$ cat config.mk
export PLATFORM = sky130hd
export DESIGN_NAME = kla_cell
export DESIGN_NICKNAME = d
export VERILOG_FILES = /design/src/hw/rtl/kla_pkg.sv /design/src/hw/rtl/kla_cell.sv
export SDC_FILE = /design/constraint.sdc
export NUM_CORES = 1
export LEC_CHECK = 0
export BUFFER_PORTS_ARGS = -buffer_cell sky130_fd_sc_hd__buf_2
export CAP_MARGIN = 20
export CORE_AREA = 2 2 102 104
export DETAILED_ROUTE_END_ITERATION = 6
export DIE_AREA = 0 0 104 106
export GPL_ROUTABILITY_DRIVEN = 0
export PLACE_DENSITY_LB_ADDON = 0.2
export RECOVER_POWER = 25
export SLEW_MARGIN = 20
export SYNTH_ARGS = -nofsm -noshare
export SYNTH_HDL_FRONTEND = slang
export SYNTH_SLANG_ARGS = --single-unit
$ cat constraint.sdc
create_clock -name i_clk -period 7.3 [get_ports i_clk]
set_clock_uncertainty 0.1 [all_clocks]
set_input_delay 0.73 -clock i_clk [delete_from_list [all_inputs] [get_ports i_clk]]
set_output_delay 0.73 -clock i_clk [all_outputs]
set_load 0.05 [all_outputs]
$ cat src/hw/rtl/kla_pkg.sv
package kla_pkg;

    localparam int unsigned TEXT_W   = 64;
    localparam int unsigned INDEX_W  = 6;
    localparam int unsigned FILL_W   = 7;

    localparam logic [1:0] KIND_APPEND = 2'd0;
    localparam logic [1:0] KIND_REMOVE = 2'd1;
    localparam logic [1:0] KIND_READ   = 2'd2;

    localparam logic [2:0] STS_ADDED     = 3'd0;
    localparam logic [2:0] STS_FULL      = 3'd1;
    localparam logic [2:0] STS_REMOVED   = 3'd2;
    localparam logic [2:0] STS_NOT_FOUND = 3'd3;
    localparam logic [2:0] STS_ENTRY     = 3'd4;
    localparam logic [2:0] STS_EMPTY     = 3'd5;

    typedef struct packed {
        logic [1:0]        kind;
        logic [TEXT_W-1:0] key_text;
    } t_in_word;

    typedef struct packed {
        logic [2:0]         status;
        logic [TEXT_W-1:0]  entry_text;
        logic [INDEX_W-1:0] entry_index;
        logic [FILL_W-1:0]  fill_level;
        logic               last;
    } t_out_word;

    // per-cell control: load the new key, take the head key, or take the neighbor's key
    typedef struct packed {
        logic load;
        logic wrap;
        logic shift;
    } t_cell_ctl;

    typedef enum logic [1:0] {
        ST_IDLE,
        ST_REMOVE,
        ST_READ
    } t_state;

endpackage

$ cat src/hw/rtl/kla_cell.sv
module kla_cell #(
    parameter int unsigned KW = 64
) (
    input  logic               i_clk,
    input  kla_pkg::t_cell_ctl i_ctl,
    input  logic [KW-1:0]      i_key,
    input  logic [KW-1:0]      i_next,
    input  logic [KW-1:0]      i_head,
    output logic [KW-1:0]      o_key,
    output logic               o_eq
);
    import kla_pkg::*;

    logic [KW-1:0] r_key;
    logic [KW-1:0] n_key;

    always_comb begin
        priority if (i_ctl.load) begin
            n_key = i_key;
        end else if (i_ctl.wrap) begin
            n_key = i_head;
        end else if (i_ctl.shift) begin
            n_key = i_next;
        end else begin
            n_key = r_key;
        end
    end

    always_ff @(posedge i_clk) begin
        r_key <= n_key;
    end

    assign o_key = r_key;
    assign o_eq  = (r_key == i_key);

endmodule

Word level (Yosys, flattened, before mapping)
Index checks and enable logic that the tools add are counted.
{ "op_classes": {"eq_ne": 1, "n_mux": 3, "n_reduce_logical": 1} }
{ "op_table": {"columns": ["operator", "n"], "rows": [
  ["64-bit 2-to-1 mux", 3],
  ["64-bit equality test", 1],
  ["3-bit nonzero test", 1]
]} }
{ "word_totals": {"reg_bits": 64, "inputBits": 196, "output_inout_bits": 65} }

Longest topological paths before layout
{ "depth": {"word_depth": 3, "mapped_depth": 4} }

Worst setup path after synthesis
Ideal clock, no wire load.
{ "synth_timing": {"kind": "input -> output", "startpoint": "input i_key[10]", "endpoint": "output o_eq", "t_arrival_ns": 2.273, "slack_ns": 4.197, "path_stages": 4, "cell_sequence": "xor2_1 -> nor4_1 -> nand4_1 -> nor4_2"} }
{ "synth_via": {"elab_chain_len": 1} }
{ "synth_lines": {"columns": ["item", "line_no", "source"], "rows": [
  ["start: declaration", "kla_cell.sv:6", "input logic [KW-1:0] i_key,"],
  ["64-bit equality test", "kla_cell.sv:34", "assign o_eq = (r_key == i_key);"],
  ["end: declaration", "kla_cell.sv:10", "output logic o_eq"]
]} }
No other way between the ends.

Worst setup path in the final report
{ "layout_timing": {"startpoint": "input i_ctl[1] in the netlist's numbering", "endpoint": "register r_key[22] (netlist: o_key[22]) (enable)"} }
{ "layout_via": {"elab_chain_len": 1} }
{ "layout_lines": {"columns": ["item", "line_no", "source"], "rows": [
  ["start: declaration", "kla_cell.sv:5", "input kla_pkg::t_cell_ctl i_ctl,"],
  ["3-bit nonzero test (no source line)", null, null],
  ["end signal: assignment", "kla_cell.sv:30", "r_key <= n_key;"],
  ["end: declaration", "kla_cell.sv:14", "logic [KW-1:0] r_key;"]
]} }
No other way between the ends.
A chain may end at the register's enable or synchronous reset.

==> summary.md <==
Yosys
- number of different library cells in the post-synthesis netlist: 13
- yosys warns: 0
- sequential cell area fraction in the yosys report: 0.489
- flip-flop and latch count after synthesis: 64
- largest cells by area after synthesis: sky130_fd_sc_hd__edfxtp_1, sky130_fd_sc_hd__mux2i_1, sky130_fd_sc_hd__xor2_1, sky130_fd_sc_hd__o21ai_0, sky130_fd_sc_hd__nand2_1
- number of nets in the synthesized netlist: 559
- dominant synthesized flop cell: sky130_fd_sc_hd__edfxtp_1
- area of the mapped netlist: 3930 sq um
- async set-reset flop share out of synthesis: 0
- Synth top cells by count: sky130_fd_sc_hd__edfxtp_1, sky130_fd_sc_hd__mux2i_1, sky130_fd_sc_hd__nand2_1, sky130_fd_sc_hd__o21ai_0, sky130_fd_sc_hd__xor2_1
- top-area cell type share of the netlist area: 0.489
- Avg Synthesized Cell Area: 10.8 sq um
- number of enable-type register cells in the synthesized netlist: 64
- gate count of the mapped netlist: 363
- post-synth top area cell: sky130_fd_sc_hd__edfxtp_1

STA
- final critical delay including setup and external delays: 3.52 ns
- upper clock frequency limit: 284 MHz
- unrepaired setup endpoints after global routing: no
- Slew @ Worst Pin: 2.23 ns
- worst rel slew slack: -0.484
- count of pins over their slew limit: 33
- Final Cycle Share: 0.482
- final setup vio count: 0
- setup_tns: 0 ns
- Hold WS: 0.594 ns
- number of hold-slack violations in the final timing report: 0

Min path
- class of the tightest hold or removal check: in2reg

Route
- routed length per placed instance: 15.5 um
- residual antenna-violating net count after detailed routing: 0
- DRC violations left: 0
- Detailed Routing Iterations Pass 1: 4
- overall routed net length: 11700 um
- 1st-iter DRT viols: 189
- Avg Vias per Cell: 4.84
- via count: 3667

Worst setup path
- CP Class: in2reg
- library cell contributing the largest single delay on the critical path: sky130_fd_sc_hd__clkbuf_1
- cell chain of the critical path: clkbuf_1 -> or3_2 -> buf_4
- endpoint kind of the worst setup timing path: register
- startpoint type of the worst setup path: primary input
- Crit path arrival time: 3.38 ns
- required time at the worst-slack endpoint: 7.16 ns
- maximum net fanout on the critical path: 64
- peak per-stage delay on the critical path: 1.55 ns

Power and ir drop
- total power draw: 1.11 mW
- cell leakage power: 2.61 nW
- worst vdd rail ir drop: 93.5 uV
- power density relative to cell area: 204 nW/um^2

Global routing
- global-route total usage across every layer: 0.211
- global route overflow: 0
- vias in the first global route: 3721
- number of antenna violations at the first check in global routing: 0
- wire length of the first global-routing pass: 18200 um
- maximum number of pins on one net before global-route repair: 89

Clock network
- Post-CTS Repair Setup Buffers: 0
- number of levels in the clock H-tree: 3
- clock buffers created by TritonCTS: 9
- maximum buffer depth of the clock tree: 2
- Clock Tree Root: sky130_fd_sc_hd__clkbuf_8
- hold_buf cts: 0
- CTS tree: built
- Reg clk slew, reported paths: 0.07 ns
- number of resized instances in the post-cts repair step: 0
- number of clock sinks: 64

Floorplanning
- Die H: 106 um
- core outline area: 10000 sq um
- Die W: 104 um
- IO Pins: 261
- row cnt: 37
- Initial Util: 0.393
- die area: 11000 sq um

Cells and area
- count of nets after finishing: 812
- utilization after layout: 0.544
- area added between synthesis and finish: 38.4%
- # diodes: 0
- share of post-route cells with drive strength above 1: 0.395
- flip-flop count of the largest register after layout: 64
- Non-Filler Instances: 757

Run status
- result of the run: complete, but fails checks
- violations in the final reports: capacitance limit, slew limit

Placement
- input/output buffers: 260
- detailed placement HPWL: 9200 um
- instance count after placement with tap cells included: 741

Flow run
- number of maximum-capacitance violations: 1

[report_power, final]
| group | total [mW] | switching [mW] | internal [mW] |
|---|---|---|---|
| registers | 0.483 | 0.0278 | 0.456 |
| logic | 0.368 | 0.256 | 0.111 |
| clock network | 0.256 | 0.137 | 0.118 |
| total | 1.11 | 0.422 | 0.685 |
[cell type report]
cell class / count / area, sq um
clock buffer: 10 / 128
clock inverter: 6 / 26.3
fill: 985 / 4560
multi-input combinational: 278 / 1910
sequential: 64 / 1920
tap: 136 / 170
timing repair buffer: 263 / 1290
[through the flow]
step,setup slack [ns],area (sq um)
floorplan,4.20,3930
global placement,4.12,5330
detailed placement,4.08,5330
CTS,4.07,5480
global route,3.61,5440
finish,3.78,5440
[per-layer routing]
metal  share of wire  GRT usage  vias to the layer above
li1                -          -                     1819
met1            0.39      0.229                     1676
met2            0.52      0.391                      162
met3           0.084     0.0736                       10
met4           0.011     0.0579                        0
met5               0          0                        -
[cell families (layout without fill, tap and decap cells)]
kind of cell / after synthesis / after routing / share of synthesized area
AOI/OAI and AO/OA: 64 / 64 / 0.0815
buffers and inverters: 21 / 279 / 0.0258
muxes: 64 / 64 / 0.163
and+or+nand+nor: 86 / 86 / 0.0978
xor gates and xnor gates: 64 / 64 / 0.143
DFF: 64 / 64 / 0.489
[path summary, 6_finish.rpt]
path / startpoint / cells after the start / end / slack (ns)
max: i_ctl[1] / 3 / o_key[22] / 3.78
min: i_key[58] / 3 / o_key[58] / 0.59
[cell usage in the layout, fill, tap and decap left out]
cell type / Yosys / routed
sky130_fd_sc_hd__buf_2: 3 / 227
sky130_fd_sc_hd__buf_4: 5 / 4
sky130_fd_sc_hd__clkbuf_1: 12 / 33
sky130_fd_sc_hd__clkbuf_8: 0 / 9
sky130_fd_sc_hd__clkinv_1: 0 / 3
sky130_fd_sc_hd__clkinv_2: 0 / 3
sky130_fd_sc_hd__edfxtp_1: 64 / 64
sky130_fd_sc_hd__mux2i_1: 64 / 64
sky130_fd_sc_hd__nand2_1: 64 / 64
sky130_fd_sc_hd__nand4_1: 4 / 4
sky130_fd_sc_hd__nor4_1: 16 / 16
sky130_fd_sc_hd__nor4_2: 1 / 1
sky130_fd_sc_hd__o21ai_0: 64 / 64
sky130_fd_sc_hd__or3_2: 0 / 1
sky130_fd_sc_hd__xor2_1: 64 / 64
[worst max-delay path, delay by kind of cell]
kind | cells | cell delay (ns)
buf+inv | 2 | 2.24
simple gates | 1 | 0.34
(Power assumes the default switching activity.)
